`src/rtl/b64d_pkg.sv`:
```
// b64d_pkg: shared types, constants and the character map of the strict base64 decoder
// no dependencies
package b64d_pkg;

  localparam int unsigned MAX_VALUE_BYTES = 65535;
  localparam int unsigned COUNT_W         = 17;
  localparam int unsigned QUEUE_DEPTH     = 4;
  localparam int unsigned QPTR_W          = $clog2(QUEUE_DEPTH);
  localparam int unsigned QCNT_W          = $clog2(QUEUE_DEPTH + 1);

  localparam logic [COUNT_W:0] MAX_BYTES_L = (COUNT_W + 1)'(MAX_VALUE_BYTES);

  // place of a character within its group of four
  localparam logic [1:0] POS_FIRST  = 2'd0;
  localparam logic [1:0] POS_SECOND = 2'd1;
  localparam logic [1:0] POS_THIRD  = 2'd2;
  localparam logic [1:0] POS_FOURTH = 2'd3;

  localparam logic [7:0] PAD_CHAR   = 8'h3D;
  localparam logic [7:0] CHAR_PLUS  = 8'h2B;
  localparam logic [7:0] CHAR_SLASH = 8'h2F;

  // one finished group (or the closing mark) handed from front to back
  typedef struct packed {
    logic [23:0] word;
    logic [1:0]  cnt;       // bytes to emit, 0 only for a bare closing result
    logic        last;
    logic        status;
  } group_desc_t;

  // bit 6 set: not an alphabet character
  function automatic logic [6:0] sextet_of(input logic [7:0] ch);
    logic [6:0] r;
    begin
      r = 7'h40;
      if (ch >= 8'h41 && ch <= 8'h5A) r = 7'(ch - 8'h41);
      else if (ch >= 8'h61 && ch <= 8'h7A) r = 7'(ch - 8'h61 + 8'd26);
      else if (ch >= 8'h30 && ch <= 8'h39) r = 7'(ch - 8'h30 + 8'd52);
      else if (ch == CHAR_PLUS) r = 7'd62;
      else if (ch == CHAR_SLASH) r = 7'd63;
      return r;
    end
  endfunction

endpackage

```
`src/rtl/b64d_if.sv`:
```
// b64d_in_if, b64d_out_if: valid/ready channels of the strict base64 decoder
// depends on nothing
interface b64d_in_if;
  logic       valid;
  logic       ready;
  logic [7:0] char_code;
  logic       is_last;

  modport source(output valid, char_code, is_last, input ready);
  modport sink(input valid, char_code, is_last, output ready);
endinterface

interface b64d_out_if;
  logic       valid;
  logic       ready;
  logic [7:0] data_byte;
  logic       has_byte;
  logic       end_of_value;
  logic       status;

  modport source(output valid, data_byte, has_byte, end_of_value, status, input ready);
  modport sink(input valid, data_byte, has_byte, end_of_value, status, output ready);
endinterface

```
`src/rtl/strict_base64_decoder_unit.sv`:
```
// strict_base64_decoder_unit: top level of the strict streaming base64 decoder
// depends on b64d_pkg, b64d_if, b64d_front, b64d_queue, b64d_back
//
// Usage: one character of a standard-alphabet base64 string per in_ch item,
// with is_last set on the string's final character. Each complete group of four
// gives one to three out_ch items carrying a decoded byte. The last character
// always ends with a closing item (end_of_value set, status 0 accepted or 1
// rejected) riding on the last byte, or on its own with has_byte 0.
// Bytes emitted before a reject stand; the consumer drops them on status 1.
// Throughput: one character per cycle sustained while the queue has room. The
// front checks a character and updates the group state in the cycle it is
// accepted; finished groups wait in a four-entry queue, and the back hands out
// one result per cycle while the receiver is ready, through its output register,
// so a group of three bytes gives three results.
// Reset (synchronous, rst_n low) clears the group state, queue and output stage.
// A stalled receiver holds the output register; the queue absorbs finished groups
// and in_ch.ready drops only when the queue is full.
module strict_base64_decoder_unit (
  input  logic        clk,
  input  logic        rst_n,
  b64d_in_if.sink     in_ch,
  b64d_out_if.source  out_ch
);
  import b64d_pkg::*;

  logic        q_ready;
  logic        push;
  group_desc_t push_desc;
  logic        pop;
  logic        head_valid;
  group_desc_t head_desc;

  b64d_front u_front (
    .clk       (clk),
    .rst_n     (rst_n),
    .in_ch     (in_ch),
    .q_ready   (q_ready),
    .push      (push),
    .push_desc (push_desc)
  );

  b64d_queue u_queue (
    .clk        (clk),
    .rst_n      (rst_n),
    .push       (push),
    .push_desc  (push_desc),
    .q_ready    (q_ready),
    .pop        (pop),
    .head_valid (head_valid),
    .head_desc  (head_desc)
  );

  b64d_back u_back (
    .clk        (clk),
    .rst_n      (rst_n),
    .head_valid (head_valid),
    .head_desc  (head_desc),
    .pop        (pop),
    .out_ch     (out_ch)
  );

endmodule

```
`src/rtl/b64d_front.sv`:
```
// b64d_front: accepts characters, checks them and collects groups of four
// depends on b64d_pkg and b64d_in_if
module b64d_front (
  input  logic                  clk,
  input  logic                  rst_n,
  b64d_in_if.sink               in_ch,
  input  logic                  q_ready,
  output logic                  push,
  output b64d_pkg::group_desc_t push_desc
);
  import b64d_pkg::*;

  logic [1:0]         pos_r, pos_nxt;
  logic [17:0]        held_r, held_nxt;
  logic               pad3_r, pad3_nxt;
  logic               err_r, err_nxt;
  logic [COUNT_W-1:0] count_r, count_nxt;

  logic               accept;
  logic [6:0]         sx;
  logic               bad_ch;
  logic [5:0]         s;
  logic               pad;
  logic               grp_bad;
  logic               emit;
  logic [1:0]         k;
  logic [COUNT_W:0]   sum;

  assign in_ch.ready = q_ready;
  assign accept      = in_ch.valid && q_ready;

  always_comb begin
    sx       = sextet_of(in_ch.char_code);
    bad_ch   = sx[6];
    s        = bad_ch ? 6'd0 : sx[5:0];
    pad      = (in_ch.char_code == PAD_CHAR);
    pos_nxt  = pos_r;
    held_nxt = held_r;
    pad3_nxt = pad3_r;
    err_nxt  = err_r;
    count_nxt = count_r;
    grp_bad  = 1'b0;
    emit     = 1'b0;
    k        = pad3_r ? 2'd1 : (pad ? 2'd2 : 2'd3);
    sum      = {1'b0, count_r} + (COUNT_W + 1)'(k);
    push_desc.word   = {held_r, (pad || bad_ch) ? 6'd0 : s};
    push_desc.cnt    = 2'd0;
    push_desc.last   = 1'b0;
    push_desc.status = 1'b0;
    if (accept) begin
      unique case (pos_r) inside
        POS_FIRST, POS_SECOND: begin
          if (bad_ch) err_nxt = 1'b1;
          held_nxt = (pos_r == POS_FIRST) ? {12'd0, s} : {held_r[11:0], s};
        end
        POS_THIRD: begin
          if (pad) pad3_nxt = 1'b1;
          else if (bad_ch) err_nxt = 1'b1;
          held_nxt = {held_r[11:0], pad ? 6'd0 : s};
        end
        default: begin
          // fourth character closes the group
          grp_bad = (!pad && bad_ch) ||
                    (!in_ch.is_last && (pad3_r || pad)) ||
                    (pad3_r && !pad) ||
                    (pad3_r && held_r[9:6] != 4'd0) ||
                    (!pad3_r && pad && held_r[1:0] != 2'd0);
          err_nxt = err_r || grp_bad;
          if (!err_nxt) begin
            if (sum > MAX_BYTES_L) begin
              err_nxt = 1'b1;
            end else begin
              emit      = 1'b1;
              count_nxt = sum[COUNT_W-1:0];
            end
          end
          pad3_nxt = 1'b0;
        end
      endcase
      pos_nxt = pos_r + 2'd1;
      if (emit) push_desc.cnt = k;
      if (in_ch.is_last) begin
        push_desc.last   = 1'b1;
        push_desc.status = err_nxt || (pos_r != POS_FOURTH);
        pos_nxt   = POS_FIRST;
        held_nxt  = 18'd0;
        pad3_nxt  = 1'b0;
        err_nxt   = 1'b0;
        count_nxt = '0;
      end
    end
  end

  assign push = accept && (emit || in_ch.is_last);

  always_ff @(posedge clk) begin
    if (!rst_n) begin
      pos_r   <= POS_FIRST;
      held_r  <= 18'd0;
      pad3_r  <= 1'b0;
      err_r   <= 1'b0;
      count_r <= '0;
    end else begin
      pos_r   <= pos_nxt;
      held_r  <= held_nxt;
      pad3_r  <= pad3_nxt;
      err_r   <= err_nxt;
      count_r <= count_nxt;
    end
  end

  a_pad3_only_mid_group: assert property (@(posedge clk) disable iff (!rst_n)
    (pos_r == POS_FIRST || pos_r == POS_SECOND || pos_r == POS_THIRD) |-> !pad3_r)
    else $error("third-place pad flag outlived its group");

  a_count_bounded: assert property (@(posedge clk) disable iff (!rst_n)
    {1'b0, count_r} <= MAX_BYTES_L)
    else $error("byte count beyond value size limit");

endmodule

```
`src/rtl/b64d_queue.sv`:
```
// b64d_queue: short queue of finished groups between front and back
// depends on b64d_pkg
module b64d_queue (
  input  logic                  clk,
  input  logic                  rst_n,
  input  logic                  push,
  input  b64d_pkg::group_desc_t push_desc,
  output logic                  q_ready,
  input  logic                  pop,
  output logic                  head_valid,
  output b64d_pkg::group_desc_t head_desc
);
  import b64d_pkg::*;

  group_desc_t       mem_r [QUEUE_DEPTH];
  logic [QPTR_W-1:0] wptr_r, wptr_nxt;
  logic [QPTR_W-1:0] rptr_r, rptr_nxt;
  logic [QCNT_W-1:0] cnt_r, cnt_nxt;
  logic              do_push, do_pop;

  assign q_ready    = (cnt_r != QCNT_W'(QUEUE_DEPTH));
  assign head_valid = (cnt_r != '0);
  assign head_desc  = mem_r[rptr_r];
  assign do_push    = push && q_ready;
  assign do_pop     = pop && head_valid;

  always_comb begin
    wptr_nxt = do_push ? QPTR_W'(wptr_r + 1'b1) : wptr_r;
    rptr_nxt = do_pop ? QPTR_W'(rptr_r + 1'b1) : rptr_r;
    cnt_nxt  = cnt_r;
    if (do_push && !do_pop) cnt_nxt = cnt_r + 1'b1;
    else if (!do_push && do_pop) cnt_nxt = cnt_r - 1'b1;
  end

  always_ff @(posedge clk) begin
    if (!rst_n) begin
      wptr_r <= '0;
      rptr_r <= '0;
      cnt_r  <= '0;
    end else begin
      wptr_r <= wptr_nxt;
      rptr_r <= rptr_nxt;
      cnt_r  <= cnt_nxt;
    end
  end

  always_ff @(posedge clk) begin
    if (do_push) mem_r[wptr_r] <= push_desc;
  end

  a_no_push_when_full: assert property (@(posedge clk) disable iff (!rst_n)
    push |-> q_ready)
    else $error("group pushed into full queue");

  a_fill_bounded: assert property (@(posedge clk) disable iff (!rst_n)
    cnt_r <= QCNT_W'(QUEUE_DEPTH))
    else $error("queue fill count out of range");

endmodule

```
`src/rtl/b64d_back.sv`:
```
// b64d_back: splits queued groups into byte results behind an output register
// depends on b64d_pkg and b64d_out_if
module b64d_back (
  input  logic                  clk,
  input  logic                  rst_n,
  input  logic                  head_valid,
  input  b64d_pkg::group_desc_t head_desc,
  output logic                  pop,
  b64d_out_if.source            out_ch
);
  import b64d_pkg::*;

  logic       ovalid_r, ovalid_nxt;
  logic [7:0] data_r, data_nxt;
  logic       has_r, has_nxt;
  logic       end_r, end_nxt;
  logic       stat_r, stat_nxt;
  logic [1:0] idx_r, idx_nxt;

  logic       load;
  logic       final_res;
  logic [7:0] sel_byte;

  assign out_ch.valid        = ovalid_r;
  assign out_ch.data_byte    = data_r;
  assign out_ch.has_byte     = has_r;
  assign out_ch.end_of_value = end_r;
  assign out_ch.status       = stat_r;

  always_comb begin
    load = head_valid && (!ovalid_r || out_ch.ready);
    // a group with no bytes still gives one closing result
    final_res = (head_desc.cnt == 2'd0) || (idx_r == head_desc.cnt - 2'd1);
    case (idx_r)
      2'd0:    sel_byte = head_desc.word[23:16];
      2'd1:    sel_byte = head_desc.word[15:8];
      default: sel_byte = head_desc.word[7:0];
    endcase
    ovalid_nxt = ovalid_r;
    data_nxt   = data_r;
    has_nxt    = has_r;
    end_nxt    = end_r;
    stat_nxt   = stat_r;
    idx_nxt    = idx_r;
    if (ovalid_r && out_ch.ready) ovalid_nxt = 1'b0;
    if (load) begin
      ovalid_nxt = 1'b1;
      has_nxt    = (head_desc.cnt != 2'd0);
      data_nxt   = has_nxt ? sel_byte : 8'd0;
      end_nxt    = head_desc.last && final_res;
      stat_nxt   = end_nxt && head_desc.status;
      idx_nxt    = final_res ? 2'd0 : idx_r + 2'd1;
    end
  end

  assign pop = load && final_res;

  always_ff @(posedge clk) begin
    if (!rst_n) begin
      ovalid_r <= 1'b0;
      idx_r    <= 2'd0;
    end else begin
      ovalid_r <= ovalid_nxt;
      idx_r    <= idx_nxt;
    end
  end

  always_ff @(posedge clk) begin
    data_r <= data_nxt;
    has_r  <= has_nxt;
    end_r  <= end_nxt;
    stat_r <= stat_nxt;
  end

  a_bare_result_closes: assert property (@(posedge clk) disable iff (!rst_n)
    (ovalid_r && !has_r) |-> end_r)
    else $error("result without byte that does not close the string");

  a_status_only_at_end: assert property (@(posedge clk) disable iff (!rst_n)
    (ovalid_r && !end_r) |-> !stat_r)
    else $error("reject status on a result that is not the closing one");

endmodule
```
`src/flat_wrapper.sv`:
```
// flat-port wrapper written by rule: the top's interface ports become plain ports
module strict_base64_decoder_unit_flat import b64d_pkg::*;
  (clk, rst_n, in_ch_valid, in_ch_char_code, in_ch_is_last, in_ch_ready, out_ch_valid, out_ch_data_byte, out_ch_has_byte, out_ch_end_of_value, out_ch_status, out_ch_ready);
  b64d_in_if in_ch_i ();
  b64d_out_if out_ch_i ();
  input  logic clk;
  input  logic rst_n;
  input wire logic [$bits(in_ch_i.valid)-1:0] in_ch_valid;
  input wire logic [$bits(in_ch_i.char_code)-1:0] in_ch_char_code;
  input wire logic [$bits(in_ch_i.is_last)-1:0] in_ch_is_last;
  output wire logic [$bits(in_ch_i.ready)-1:0] in_ch_ready;
  output wire logic [$bits(out_ch_i.valid)-1:0] out_ch_valid;
  output wire logic [$bits(out_ch_i.data_byte)-1:0] out_ch_data_byte;
  output wire logic [$bits(out_ch_i.has_byte)-1:0] out_ch_has_byte;
  output wire logic [$bits(out_ch_i.end_of_value)-1:0] out_ch_end_of_value;
  output wire logic [$bits(out_ch_i.status)-1:0] out_ch_status;
  input wire logic [$bits(out_ch_i.ready)-1:0] out_ch_ready;
  assign in_ch_i.valid = in_ch_valid;
  assign in_ch_i.char_code = in_ch_char_code;
  assign in_ch_i.is_last = in_ch_is_last;
  assign in_ch_ready = in_ch_i.ready;
  assign out_ch_valid = out_ch_i.valid;
  assign out_ch_data_byte = out_ch_i.data_byte;
  assign out_ch_has_byte = out_ch_i.has_byte;
  assign out_ch_end_of_value = out_ch_i.end_of_value;
  assign out_ch_status = out_ch_i.status;
  assign out_ch_i.ready = out_ch_ready;
  strict_base64_decoder_unit u_core (.clk(clk), .rst_n(rst_n), .in_ch(in_ch_i), .out_ch(out_ch_i));
endmodule
```
`config.mk`:
```
export PLATFORM = sky130hd
export DESIGN_NAME = strict_base64_decoder_unit_flat
export DESIGN_NICKNAME = d
export VERILOG_FILES = /design/src/rtl/b64d_pkg.sv /design/src/rtl/b64d_if.sv /design/src/rtl/strict_base64_decoder_unit.sv /design/src/rtl/b64d_front.sv /design/src/rtl/b64d_queue.sv /design/src/rtl/b64d_back.sv /design/src/flat_wrapper.sv
export SDC_FILE = /design/constraint.sdc
export NUM_CORES = 1
export LEC_CHECK = 0
export ABC_AREA = 1
export BUFFER_PORTS_ARGS = -buffer_cell sky130_fd_sc_hd__buf_4
export CORE_AREA = 3 3 126 128
export CTS_BUF_LIST = sky130_fd_sc_hd__clkbuf_8 sky130_fd_sc_hd__clkbuf_16
export DETAILED_ROUTE_END_ITERATION = 10
export DIE_AREA = 0 0 129 131
export PLACE_DENSITY_LB_ADDON = 0.3
export SYNTH_ARGS = -nofsm -noshare
export SYNTH_HDL_FRONTEND = slang
export SYNTH_SLANG_ARGS = --single-unit
```
`constraint.sdc`:
```
create_clock -name clk -period 3.7 [get_ports clk]
set_input_delay 0.37 -clock clk [delete_from_list [all_inputs] [get_ports clk]]
set_output_delay 0.37 -clock clk [all_outputs]
set_load 0.05 [all_outputs]
```
==> run metrics <==
post-CTS setup buffers 0; status completed; Worst path most repeated cell inv_1; vias in the first global route 5,642; vias per inst 5.42; met1 Usage GRT 27.9%; Die Y 131 um; post-synthesis xor/xnor area fraction 1.06%; fin nets 946; Post-Layout Inst Area 0.00933 sq mm; Critical Path Fanout Max 14; Synth Register Bits 174; synth unique cells 44; Ys Warns 0; routability congestion estimate 0.914; Synth top cells by count nand2_1 (167), edfxtp_1 (123), nor2_1 (116), inv_1 (73), o21ai_0 (73); unrepaired setup endpoints after global routing false; GRT met2 Usage 35.9%; pin count of the biggest net entering global routing 45; WP data arrival 3.57 ns; Antenna Nets Post-Route 0; clock sinks 174; met3 Use GR 3.78%; Avg WL per Cell 15.8 um; startpoint types flop; worst reg-to-reg path cell count 15; Power Dens Cells 647 mW/mm^2; reg2reg end u_core.u_queue.cnt_r[1]; Syn Area/Cell 9.41 sq um; post-DP HPWL 11,200 um; via count 6,006; clk_skew 0.00928 ns; IO Pins 26; post-synth top area cell edfxtp_1; setup TNS 0 ns; worst-margin pin slew 0.613 ns; Peak supply drop 0.366 mV; max-slew violations 0; sequential area share after synthesis 57.1%; GRT busiest layer met2; main combinational cell family by area after synthesis simple AND/OR/NAND/NOR gates; Mapped Area 0.00825 sq mm; Final WS setup 0.441 ns; hold path start rst_n; pre-CTS worst setup slack -0.00474 ns; Mapped Nets 915; DRC 0; clk_lat worst skew 0.43 ns; critical path capture point type flop; Reg2Reg Setup Slack 0.44 ns; Slowest cell on crit path fa_1; share of cells above drive strength 1 13.1%; Core Rows 45; count leader, synth nand2_1; Simple-Gate Fraction of Synth Area 21.3%; period utilization 88.1%; Synth Area in Adders 3.97%; Rel. slew slack 58.9%; die footprint 0.0169 sq mm; CTS tree done; EDFF count, synth 123; Mapped Cells 877; Num CTS Buffers 17; GRT Total Usage 21.3%; Pwr Total 6.04 mW; final wirelength 17,500 um; Final Hold Viols 0; post-synthesis compound-gate area fraction 10.8%; H-tree depth 4; global-route wire length before repair 28,100 um; Core Footprint 0.0150 sq mm; Post-Place Cell Area 0.00872 sq mm; max_cap viols 0; setup violators final 0; Main synth FF type edfxtp_1; ant diodes 0; ys async rst share 0%; main area contributors after synthesis edfxtp_1 (45%), dfxtp_1 (12%), nand2_1 (7.6%), nor2_1 (5.3%), o21ai_0 (4.4%); Fmax 307 MHz; Initial Util 55.1%; PostCTS Resize Cnt 0; # port buffers 25; Max clock buf depth 2; Max stage delay on crit path 0.43 ns; # hold bufs at CTS 0; antenna violations before repair 0; crit path to u_core.u_queue.cnt_r[1]; Leak 3.70 nW; Worst Path Required 4.01 ns; 1st-pass router iterations 5; CTS clk-pin slew, worst paths 0.06 ns; HP Class input pin to flop; Final min period 3.26 ns; initial DRC count 530; top-area cell type share of the netlist area 44.8%; crit-path cells inv_1 -> nand2_1 -> a32o_1 -> ha_1 -> xor2_1 -> nand2_1 -> o21ai_0 -> inv_1 -> nor2_1 -> inv_1 -> ha_1 -> inv_1 -> fa_1 -> o21ai_0 -> a21oi_1; grt total ovfl 0; P&R area growth vs syn 13.1%; die width 129 um; fin util 62.3%; post-synthesis mux area share 0%; root buf cell clkbuf_16; Crit Path Class flop to flop
layer usage:
metal	part of all wire, %	vias to the layer above	routed length (um)
met4	1.6	0	277
met5	0	-	0
met3	3.6	28	634
li1	-	3026	-
met2	49	140	8680
met1	45	2812	7950
registers in the layout (all words and copies together) (netlist names), named ones only:
name / count
u_core.u_back.idx_r: 2
u_core.u_back.out_ch.data_byte: 8
u_core.u_back.out_ch.end_of_value: 1
u_core.u_back.out_ch.has_byte: 1
u_core.u_back.out_ch.status: 1
u_core.u_back.out_ch.valid: 1
u_core.u_front.count_r: 17
u_core.u_front.err_r: 1
u_core.u_front.held_r: 18
u_core.u_front.pad3_r: 1
u_core.u_front.pos_r: 2
u_core.u_queue.cnt_r: 3
u_core.u_queue.mem_r: 112
u_core.u_queue.rptr_r: 2
u_core.u_queue.wptr_r: 2
layout by cell type, fill, tap and decap left out, types with 3 or more instances in the layout:
cell type / count
clkbuf_8: 3
xnor2_1: 3
nand3_2: 4
nor2_1: 116
o22ai_1: 26
buf_4: 41
xor2_1: 7
buf_12: 4
o21ai_1: 5
clkinv_2: 4
nand3b_1: 4
nor3_1: 6
nor2_2: 15
clkbuf_16: 17
o211ai_1: 3
dfxtp_1: 50
inv_1: 75
nand4_1: 7
clkinv_4: 3
a21oi_1: 43
nor2_4: 8
o21ai_0: 73
nand2_1: 167
nand3_1: 52
nand2_2: 3
ha_1: 23
edfxtp_1: 123
clkinv_1: 5
inv_2: 5
bufinv_16: 3
worst min path at each step:
stage | cells past startpoint | slack, ns | endpoint
floorplan | 2 | 0.44 | flop
global placement | 2 | 0.45 | u_core.u_queue.rptr_r[1]
detailed placement | 2 | 0.46 | flop
CTS | 3 | 0.30 | u_core.u_front.count_r[14]
global route | 3 | 0.31 | u_core.u_queue.wptr_r[0]
finish | 3 | 0.31 | u_core.u_front.count_r[14]
area by class of cell:
cell class	instances	area [sq um]
flip-flops and latches	174	4720
fillers	1235	5640
multi-input cells	586	3060
clock buffers	20	467
inverters	84	320
repair buffers	45	388
clock inverters	12	144
well taps	188	235
per-stage QoR:
| step | hold WS, ns | std cells |
|---|---|---|
| finish | 0.313 | 1109 |
| global route | 0.311 | 1109 |
| CTS | 0.298 | 1109 |
| detailed placement | 0.461 | 1077 |
| global placement | 0.452 | 1077 |
| floorplan | 0.436 | 877 |
power breakdown:
group	total [mW]	leakage (nW)	internal, mW	switching (mW)
clock network	1.82	0.312	1.11	0.712
registers	2.42	1.61	2.32	0.0979
logic	1.80	1.78	0.545	1.26
worst max-delay path: cells and delay by family (launching register included):
kind,cells,cell delay (ns)
AO/OA/AOI/OAI,4,0.60
XOR/XNOR,1,0.14
adder cells (fa/ha/maj),3,0.90
buffers and inverters,4,0.66
flip-flops,1,0.39
AND/OR/NAND/NOR,3,0.46
logic make-up after synthesis:
logic type	after synthesis
compound gates	161
xor+xnor	10
fa+ha+maj	25
buf+inv	117
flops	174
simple gates	390
Note: power is estimated with default switching activity, not from simulation.
